$ cat config.mk
export PLATFORM = sky130hd
export DESIGN_NAME = pulse_width_serial_transmitter
export DESIGN_NICKNAME = d
export VERILOG_FILES = /design/src/rtl/pwst_pkg.sv /design/src/rtl/pwst_seq.sv /design/src/rtl/pulse_width_serial_transmitter.sv
export SDC_FILE = /design/constraint.sdc
export NUM_CORES = 1
export LEC_CHECK = 0
export ABC_AREA = 1
export BUFFER_PORTS_ARGS = -buffer_cell sky130_fd_sc_hd__buf_2
export CELL_PAD_IN_SITES_DETAIL_PLACEMENT = 0
export CELL_PAD_IN_SITES_GLOBAL_PLACEMENT = 1
export CORE_MARGIN = 5
export CORE_UTILIZATION = 40
export DETAILED_ROUTE_END_ITERATION = 8
export PLACE_DENSITY_LB_ADDON = 0.2
export SLEW_MARGIN = 20
export SYNTH_ARGS = -nofsm -noshare
export SYNTH_HDL_FRONTEND = slang
export SYNTH_SLANG_ARGS = --single-unit
$ cat constraint.sdc
create_clock -name clk -period 3 [get_ports clk]
set_input_delay 0.15 -clock clk [delete_from_list [all_inputs] [get_ports clk]]
set_output_delay 0.15 -clock clk [all_outputs]
set_load 0.01 [all_outputs]
$ cat src/rtl/pwst_pkg.sv
// Package for the pulse-width serial transmitter.
// Phase codes, register indexes, reset values and the shared structs.
// No dependencies.
`default_nettype none

package pwst_pkg;

	// defaults for the top-level parameters
	localparam int DATA_BITS_DEF  = 8;
	localparam int TICK_WIDTH_DEF = 16;

	// field widths
	localparam int CMD_W    = 8;
	localparam int DUR_W    = 16;
	localparam int CFG_IDX_W = 3;
	localparam int OUT_W    = 16;

	// configuration register indexes
	localparam logic [CFG_IDX_W-1:0] REG_SETUP     = 3'd0;
	localparam logic [CFG_IDX_W-1:0] REG_START     = 3'd1;
	localparam logic [CFG_IDX_W-1:0] REG_ONE_LOW   = 3'd2;
	localparam logic [CFG_IDX_W-1:0] REG_ZERO_LOW  = 3'd3;
	localparam logic [CFG_IDX_W-1:0] REG_FRAME_HI  = 3'd4;

	// register reset values, in ticks
	localparam logic [DUR_W-1:0] SETUP_RST    = 16'd50;
	localparam logic [DUR_W-1:0] START_RST    = 16'd150;
	localparam logic [DUR_W-1:0] ONE_LOW_RST  = 16'd75;
	localparam logic [DUR_W-1:0] ZERO_LOW_RST = 16'd150;
	localparam logic [DUR_W-1:0] FRAME_HI_RST = 16'd75;

	typedef enum logic [2:0] {
		PH_IDLE  = 3'd0,
		PH_SETUP = 3'd1,
		PH_START = 3'd2,
		PH_LOW   = 3'd3,
		PH_HIGH  = 3'd4
	} phase_t;

	typedef struct packed {
		logic [DUR_W-1:0] setup_ticks;
		logic [DUR_W-1:0] start_ticks;
		logic [DUR_W-1:0] one_low_ticks;
		logic [DUR_W-1:0] zero_low_ticks;
		logic [DUR_W-1:0] frame_high_ticks;
	} pwst_cfg_t;

	typedef struct packed {
		logic             rejected;
		logic [CMD_W-1:0] sent_command;
		logic             sent;
		logic             busy_res;
		logic             data_level;
		logic             ctrl_level;
	} pwst_res_t;

endpackage

`default_nettype wire

$ cat src/rtl/pwst_seq.sv
// Sequencer for the pulse-width serial transmitter: phase, tick counter and
// bit index, advanced once per accepted request. Depends on pwst_pkg.
`default_nettype none

module pwst_seq #(
	parameter int DATA_BITS  = pwst_pkg::DATA_BITS_DEF,
	parameter int TICK_WIDTH = pwst_pkg::TICK_WIDTH_DEF
) (
	input  wire logic                       clk,
	input  wire logic                       arst_n,
	input  wire logic                       step,
	input  wire logic                       mode,
	input  wire logic [pwst_pkg::CMD_W-1:0] command,
	input  wire pwst_pkg::pwst_cfg_t        cfg,
	output pwst_pkg::pwst_res_t             res
);

	localparam int BIT_W = (DATA_BITS > 1) ? $clog2(DATA_BITS) : 1;
	localparam logic [TICK_WIDTH-1:0] TICK_MAX = '1;
	localparam logic [BIT_W-1:0] LAST_IDX = BIT_W'(DATA_BITS - 1);

	pwst_pkg::phase_t              phase_q, phase_d;
	logic [TICK_WIDTH-1:0]         tick_q, tick_d, tick_inc;
	logic [DATA_BITS-1:0]          shift_q, shift_d;
	logic [pwst_pkg::CMD_W-1:0]    held_q, held_d;
	logic [BIT_W-1:0]              bits_q, bits_d;
	logic                          ctrl_q, ctrl_d, data_q, data_d;
	logic [pwst_pkg::DUR_W-1:0]    dur_raw;
	logic [31:0]                   dur_c;
	logic                          sent, rejected;

	always_ff @(posedge clk or negedge arst_n) begin
		if (!arst_n) begin
			phase_q <= pwst_pkg::PH_IDLE;
			tick_q  <= '0;
			shift_q <= '0;
			held_q  <= '0;
			bits_q  <= '0;
			ctrl_q  <= 1'b0;
			data_q  <= 1'b0;
		end else if (step) begin
			phase_q <= phase_d;
			tick_q  <= tick_d;
			shift_q <= shift_d;
			held_q  <= held_d;
			bits_q  <= bits_d;
			ctrl_q  <= ctrl_d;
			data_q  <= data_d;
		end
	end

	// duration of the current interval, clamped to the counter range
	always_comb begin
		unique case (phase_q)
			pwst_pkg::PH_SETUP: dur_raw = cfg.setup_ticks;
			pwst_pkg::PH_START: dur_raw = cfg.start_ticks;
			pwst_pkg::PH_LOW:   dur_raw = shift_q[bits_q] ? cfg.one_low_ticks
			                                              : cfg.zero_low_ticks;
			default:            dur_raw = cfg.frame_high_ticks;
		endcase
		dur_c = (32'(dur_raw) > 32'(TICK_MAX)) ? 32'(TICK_MAX) : 32'(dur_raw);
	end

	assign tick_inc = (tick_q == TICK_MAX) ? tick_q : tick_q + 1'b1;

	always_comb begin
		phase_d  = phase_q;
		tick_d   = tick_q;
		shift_d  = shift_q;
		held_d   = held_q;
		bits_d   = bits_q;
		ctrl_d   = ctrl_q;
		data_d   = data_q;
		sent     = 1'b0;
		rejected = 1'b0;
		if (mode) begin
			if (phase_q == pwst_pkg::PH_IDLE) begin
				held_d  = command;
				shift_d = DATA_BITS'(command);
				bits_d  = '0;
				tick_d  = '0;
				phase_d = pwst_pkg::PH_SETUP;
				ctrl_d  = 1'b1;
				data_d  = 1'b0;
			end else begin
				rejected = 1'b1;
			end
		end else if (phase_q != pwst_pkg::PH_IDLE) begin
			tick_d = tick_inc;
			if (32'(tick_inc) >= dur_c) begin
				tick_d = '0;
				unique case (phase_q)
					pwst_pkg::PH_SETUP: begin
						phase_d = pwst_pkg::PH_START;
						data_d  = 1'b1;
					end
					pwst_pkg::PH_START: begin
						phase_d = pwst_pkg::PH_LOW;
						data_d  = 1'b0;
						bits_d  = LAST_IDX;
					end
					pwst_pkg::PH_LOW: begin
						phase_d = pwst_pkg::PH_HIGH;
						data_d  = 1'b1;
					end
					default: begin
						if (bits_q == '0) begin
							phase_d = pwst_pkg::PH_IDLE;
							ctrl_d  = 1'b0;
							data_d  = 1'b0;
							sent    = 1'b1;
						end else begin
							bits_d  = bits_q - 1'b1;
							phase_d = pwst_pkg::PH_LOW;
							data_d  = 1'b0;
						end
					end
				endcase
			end
		end
	end

	always_comb begin
		res.ctrl_level   = ctrl_d;
		res.data_level   = data_d;
		res.busy_res     = (phase_d != pwst_pkg::PH_IDLE);
		res.sent         = sent;
		res.sent_command = sent ? held_q : '0;
		res.rejected     = rejected;
	end

	// control line is high exactly while a word is in flight
	a_ctrl_busy: assert property (@(posedge clk) disable iff (!arst_n)
		ctrl_q == (phase_q != pwst_pkg::PH_IDLE))
		else $error("control line disagrees with phase");

	// completion always leaves the sequencer idle
	a_sent_idle: assert property (@(posedge clk) disable iff (!arst_n)
		step && sent |=> phase_q == pwst_pkg::PH_IDLE)
		else $error("sent without returning to idle");

	// a start while idle always enters setup with a cleared counter
	a_start: assert property (@(posedge clk) disable iff (!arst_n)
		step && mode && phase_q == pwst_pkg::PH_IDLE
		|=> phase_q == pwst_pkg::PH_SETUP && tick_q == '0)
		else $error("start not taken");

	// no request, no movement
	a_hold: assert property (@(posedge clk) disable iff (!arst_n)
		!step |=> $stable(phase_q) && $stable(tick_q) && $stable(bits_q))
		else $error("state moved without a request");

endmodule

`default_nettype wire

$ cat src/rtl/pulse_width_serial_transmitter.sv
// Top level of the pulse-width serial transmitter: configuration registers,
// sequencer and the result register. Depends on pwst_pkg and pwst_seq.
`default_nettype none

// Channel   Direction  Handshake         Payload
// s_*       in         s_tvalid/s_tready tdata: command; tuser: mode
// m_*       out        m_tvalid/m_tready tdata: line levels, status, sent word
// cfg_*     in         cfg_we            cfg_index selects, cfg_data value
//
// One request in, one result out: the sequencer updates its phase and tick
// counter in the cycle a request is taken, and the result sits in m_tdata
// from the next cycle. Throughput is one request per cycle while the result
// register is drained; s_tready drops only while a result waits and m_tready
// is low. Reset clears the sequencer, the result valid flag and loads the
// register defaults. Configuration writes take effect once registered.

module pulse_width_serial_transmitter #(
	parameter int DATA_BITS  = pwst_pkg::DATA_BITS_DEF,
	parameter int TICK_WIDTH = pwst_pkg::TICK_WIDTH_DEF
) (
	input  wire logic                           clk,
	input  wire logic                           arst_n,
	// input stream
	input  wire logic                           s_tvalid,
	output      logic                           s_tready,
	input  wire logic [pwst_pkg::CMD_W-1:0]     s_tdata,  // [7:0] command
	input  wire logic                           s_tuser,  // [0] mode
	// result stream
	output      logic                           m_tvalid,
	input  wire logic                           m_tready,
	// [0] ctrl_level, [1] data_level, [2] busy_res, [3] sent,
	// [11:4] sent_command, [12] rejected, [15:13] zero
	output      logic [pwst_pkg::OUT_W-1:0]     m_tdata,
	// configuration
	input  wire logic                           cfg_we,
	input  wire logic [pwst_pkg::CFG_IDX_W-1:0] cfg_index,
	input  wire logic [pwst_pkg::DUR_W-1:0]     cfg_data
);

	localparam int RES_W = $bits(pwst_pkg::pwst_res_t);

	pwst_pkg::pwst_cfg_t cfg_q;
	pwst_pkg::pwst_res_t res;
	logic                accept;
	logic                m_tvalid_q;
	logic [pwst_pkg::OUT_W-1:0] m_tdata_q;

	// duration registers; indexes past the list are dropped
	always_ff @(posedge clk or negedge arst_n) begin
		if (!arst_n) begin
			cfg_q.setup_ticks      <= pwst_pkg::SETUP_RST;
			cfg_q.start_ticks      <= pwst_pkg::START_RST;
			cfg_q.one_low_ticks    <= pwst_pkg::ONE_LOW_RST;
			cfg_q.zero_low_ticks   <= pwst_pkg::ZERO_LOW_RST;
			cfg_q.frame_high_ticks <= pwst_pkg::FRAME_HI_RST;
		end else if (cfg_we) begin
			unique case (cfg_index)
				pwst_pkg::REG_SETUP:    cfg_q.setup_ticks      <= cfg_data;
				pwst_pkg::REG_START:    cfg_q.start_ticks      <= cfg_data;
				pwst_pkg::REG_ONE_LOW:  cfg_q.one_low_ticks    <= cfg_data;
				pwst_pkg::REG_ZERO_LOW: cfg_q.zero_low_ticks   <= cfg_data;
				pwst_pkg::REG_FRAME_HI: cfg_q.frame_high_ticks <= cfg_data;
				default: ;
			endcase
		end
	end

	// take a request whenever the result slot is free or being emptied
	assign s_tready = !m_tvalid_q || m_tready;
	assign accept   = s_tvalid && s_tready;

	pwst_seq #(
		.DATA_BITS  (DATA_BITS),
		.TICK_WIDTH (TICK_WIDTH)
	) u_seq (
		.clk     (clk),
		.arst_n  (arst_n),
		.step    (accept),
		.mode    (s_tuser),
		.command (s_tdata),
		.cfg     (cfg_q),
		.res     (res)
	);

	// result register
	always_ff @(posedge clk or negedge arst_n) begin
		if (!arst_n) begin
			m_tvalid_q <= 1'b0;
		end else if (accept) begin
			m_tvalid_q <= 1'b1;
		end else if (m_tready) begin
			m_tvalid_q <= 1'b0;
		end
	end

	always_ff @(posedge clk) begin
		if (accept) begin
			m_tdata_q <= pwst_pkg::OUT_W'(RES_W'(res));
		end
	end

	assign m_tvalid = m_tvalid_q;
	assign m_tdata  = m_tdata_q;

endmodule

`default_nettype wire

==> results.sh <==
export IMPL_routed_wl_um=16700
export IMPL_synth_warnings=0
export IMPL_synth_most_common_cell="nand2_1"
export IMPL_p_sw_frac=0.378
export IMPL_end_kind="register"
export IMPL_outcome="complete, but fails checks"
export IMPL_n_fill_cell=1524
export IMPL_hold_viol_final=0
export IMPL_vias_per_cell=5.08
export IMPL_clock_latency_ns=0.42
export IMPL_pwr_share_clk=0.294
export IMPL_start_util=0.407
export IMPL_cts_inserted_buffers=17
export IMPL_synthDistinctLibCells=42
export IMPL_dp_hpwl_um=11000
export IMPL_crit_type="register to register"
export IMPL_p_leak_nw=3.89
export IMPL_drive_above_1_share=0.280
export IMPL_grt_pass1_wl_um=27300
export IMPL_p_total_mw=7.27
export IMPL_whs_ns=0.0285
export IMPL_synth_area_leader_cell="dfrtp_1"
export IMPL_relSlewSlack=0.312
export IMPL_synth_top_cell_area_share=0.365
export IMPL_crit_path_max_fanout=8
export IMPL_synthTopCellsByCount="nand2_1, o21ai_0, dfrtp_1"
export IMPL_h_tree_depth=4
export IMPL_die_h_um=137
export IMPL_synth_area_mm2=0.00644
export IMPL_ant_nets=0
export IMPL_synth_edf_count=13
export IMPL_diodes=0
export IMPL_worst_pin_slew_ns=1.03
export IMPL_synth_area_leaders="dfrtp_1, nand2_1, o21ai_0"
export IMPL_cts_tree="yes"
export IMPL_skew_ns=0.00751
export IMPL_synthCells=756
export IMPL_clk_pin_slew_ns=0.06
export IMPL_postSynthAreaPerCell_um2=8.52
export IMPL_drc=0
export IMPL_gp_congestion=0.811
export IMPL_synth_seq_cells=126
export IMPL_setup_violations=2
export IMPL_die_w_um=137
export IMPL_power_switching_mw=2.75
export IMPL_max_cap_viol_count=0
export IMPL_p_comb_frac=0.390
export IMPL_cellPowerDensity_mw_per_mm2=892
export IMPL_grt_usage=0.187
export IMPL_synth_main_ff_cell="dfrtp_1"
export IMPL_p_int_mw=4.52
export IMPL_crit_arrival_ns=3.22
export IMPL_cts_sinks=126
export IMPL_io_pins=51
export IMPL_dr_pass1_iters=5
export IMPL_ir_drop_v=0.000447
export IMPL_die_area_mm2=0.0187
export IMPL_synth_seq_area_share=0.503
export IMPL_core_area_mm2=0.0158
export IMPL_areaGrowthSynthToFinish_pct=26.5
export IMPL_num_rows=46
export IMPL_cp_required_ns=3.17
export IMPL_setup_slack_ns=-0.0514
export IMPL_io_buffers=47
export IMPL_place_ws_ns=-0.216
export IMPL_via_count=5431
export IMPL_grt_overflow=0
export IMPL_slew_viol_final=0
export IMPL_start_kind="register"
export IMPL_async_flop_share=0.897
export IMPL_grt_pass1_vias=5261
export IMPL_clk_path_buf_depth=2
export IMPL_cts_root_buf="clkbuf_16"
export IMPL_finalCritPeriodShare=1.02
export IMPL_drt_wirelength_per_cell_um=15.6
export IMPL_min_period_ns=3.05
export IMPL_final_core_util=0.515
export IMPL_antenna_found_initial=0
export IMPL_grt_max_degree=59
export IMPL_rsz0062_at_grt="yes"
export IMPL_violations="setup timing"
export IMPL_final_nets=893
export IMPL_hold_path_class="input pin to register"
export IMPL_max_freq_mhz=328
export IMPL_pwr_share_seq=0.316
export IMPL_drt_initial_drc_count=321
[cell type report]
cell class                      instances  area, um^2  area share
Tap cell                              216         270      0.0332
Clock buffer                           22         495      0.0608
Inverter                               94         360      0.0442
Multi-Input combinational cell        507        2940       0.361
Clock inverter                         10         123      0.0151
Sequential cell                       126        3240       0.398
Timing Repair Buffer                   94         716      0.0879
[timing repair]
item	CTS	global route
pin swaps	0	21
gates resized for setup	13	78
hold buffers	9	0
endpoints found under the setup margin	36	36
cloned	0	1
buffers inserted	1	6
hold endpoints to repair	62	0
[cell families after synthesis]
| kind of cell | share of synthesized area |
|---|---|
| AOI/OAI and AO/OA | 0.183 |
| adders and majority gates | 0.0389 |
| and+or+nand+nor | 0.188 |
| xor gates and xnor gates | 0.00797 |
| buffers and inverters | 0.0785 |
| DFF | 0.503 |
| other | 0.000582 |
[final timing paths]
path / from / to / slack [ns] / cells after the start
min in group asynchronous: arst_n / u_seq.tick_q[14] / 0.35 / 2
max reg2reg: u_seq.bits_q[0] / m_tdata[2] / -0.05 / 20
min: m_tready / m_tvalid / 0.03 / 4
min reg2reg: cfg_q[40] / cfg_q[40] / 0.48 / 2
max: u_seq.bits_q[0] / m_tdata[2] / -0.05 / 20
max in group asynchronous: arst_n / cfg_q[38] / 1.78 / 3
[stage by stage]
| stage | std cells | area (um^2) | setup TNS, ns |
|---|---|---|---|
| after floorplan | 758 | 6450 | 0 |
| after global placement | 1020 | 7090 | -2.15 |
| after detailed placement | 1020 | 7090 | -4.23 |
| after CTS | 1062 | 7840 | 0 |
| after global routing | 1069 | 8140 | -3.66 |
| final | 1069 | 8140 | -0.0546 |
[layer usage]
layer	wire length [um]	track usage	vias to the layer above
li1	-	-	2675
met1	8100	0.267	2622
met2	7770	0.290	118
met3	645	0.0397	16
met4	199	0.0477	0
met5	0	0	-
[flip-flops by register name, indices dropped and copies added (netlist names)]
name,cells
u_seq.shift_q,8
m_tdata,13
u_seq.bits_q,3
u_seq.tick_q,16
u_seq.data_q,1
cfg_q,80
u_seq.phase_q,3
m_tvalid,1
u_seq.ctrl_q,1
[cells in the final DEF, fill, tap and decap left out, types with 5 or more instances in the layout]
| cell | n |
|---|---|
| a21oi_1 | 13 |
| a21oi_2 | 5 |
| a221oi_1 | 6 |
| a221oi_2 | 10 |
| buf_12 | 5 |
| buf_2 | 46 |
| buf_4 | 27 |
| buf_6 | 6 |
| clkbuf_16 | 19 |
| dfrtp_1 | 93 |
| dfstp_2 | 19 |
| dlygate4sd3_1 | 9 |
| edfxtp_1 | 13 |
| ha_1 | 18 |
| inv_1 | 80 |
| inv_2 | 12 |
| nand2_1 | 165 |
| nand2_2 | 10 |
| nand2_4 | 5 |
| nand3_1 | 18 |
| nor2_1 | 29 |
| nor2_2 | 17 |
| nor2_4 | 8 |
| o21ai_0 | 108 |
| o21ai_1 | 32 |
| o21ai_2 | 16 |
| o22ai_1 | 10 |
[critical path, cell delays in order, from the launching register on]
cell and delay, ns:
dfrtp_2 0.44, buf_6 0.13, nand2_2 0.05, o211ai_1 0.07
nand3_1 0.14, nand2_4 0.13, inv_6 0.10, buf_12 0.14
buf_6 0.11, nor2_2 0.03, o21ai_1 0.15, o21ai_2 0.09
ha_1 0.33, nand4_1 0.16, a21oi_2 0.07, nor2_4 0.20
nand3_1 0.16, nand2_1 0.10, nand2_1 0.07, nand2_2 0.07
nand3_1 0.07
[power groups by stage]
stage	registers [mW]	logic, mW	clock network (mW)
after global placement	2.30	2.29	0
after CTS	2.28	2.39	2.19
after global routing	2.33	3.15	2.27
after detailed placement	2.31	2.32	0
final	2.29	2.84	2.14
after floorplan	2.27	1.54	0
(Power assumes the default switching activity.)
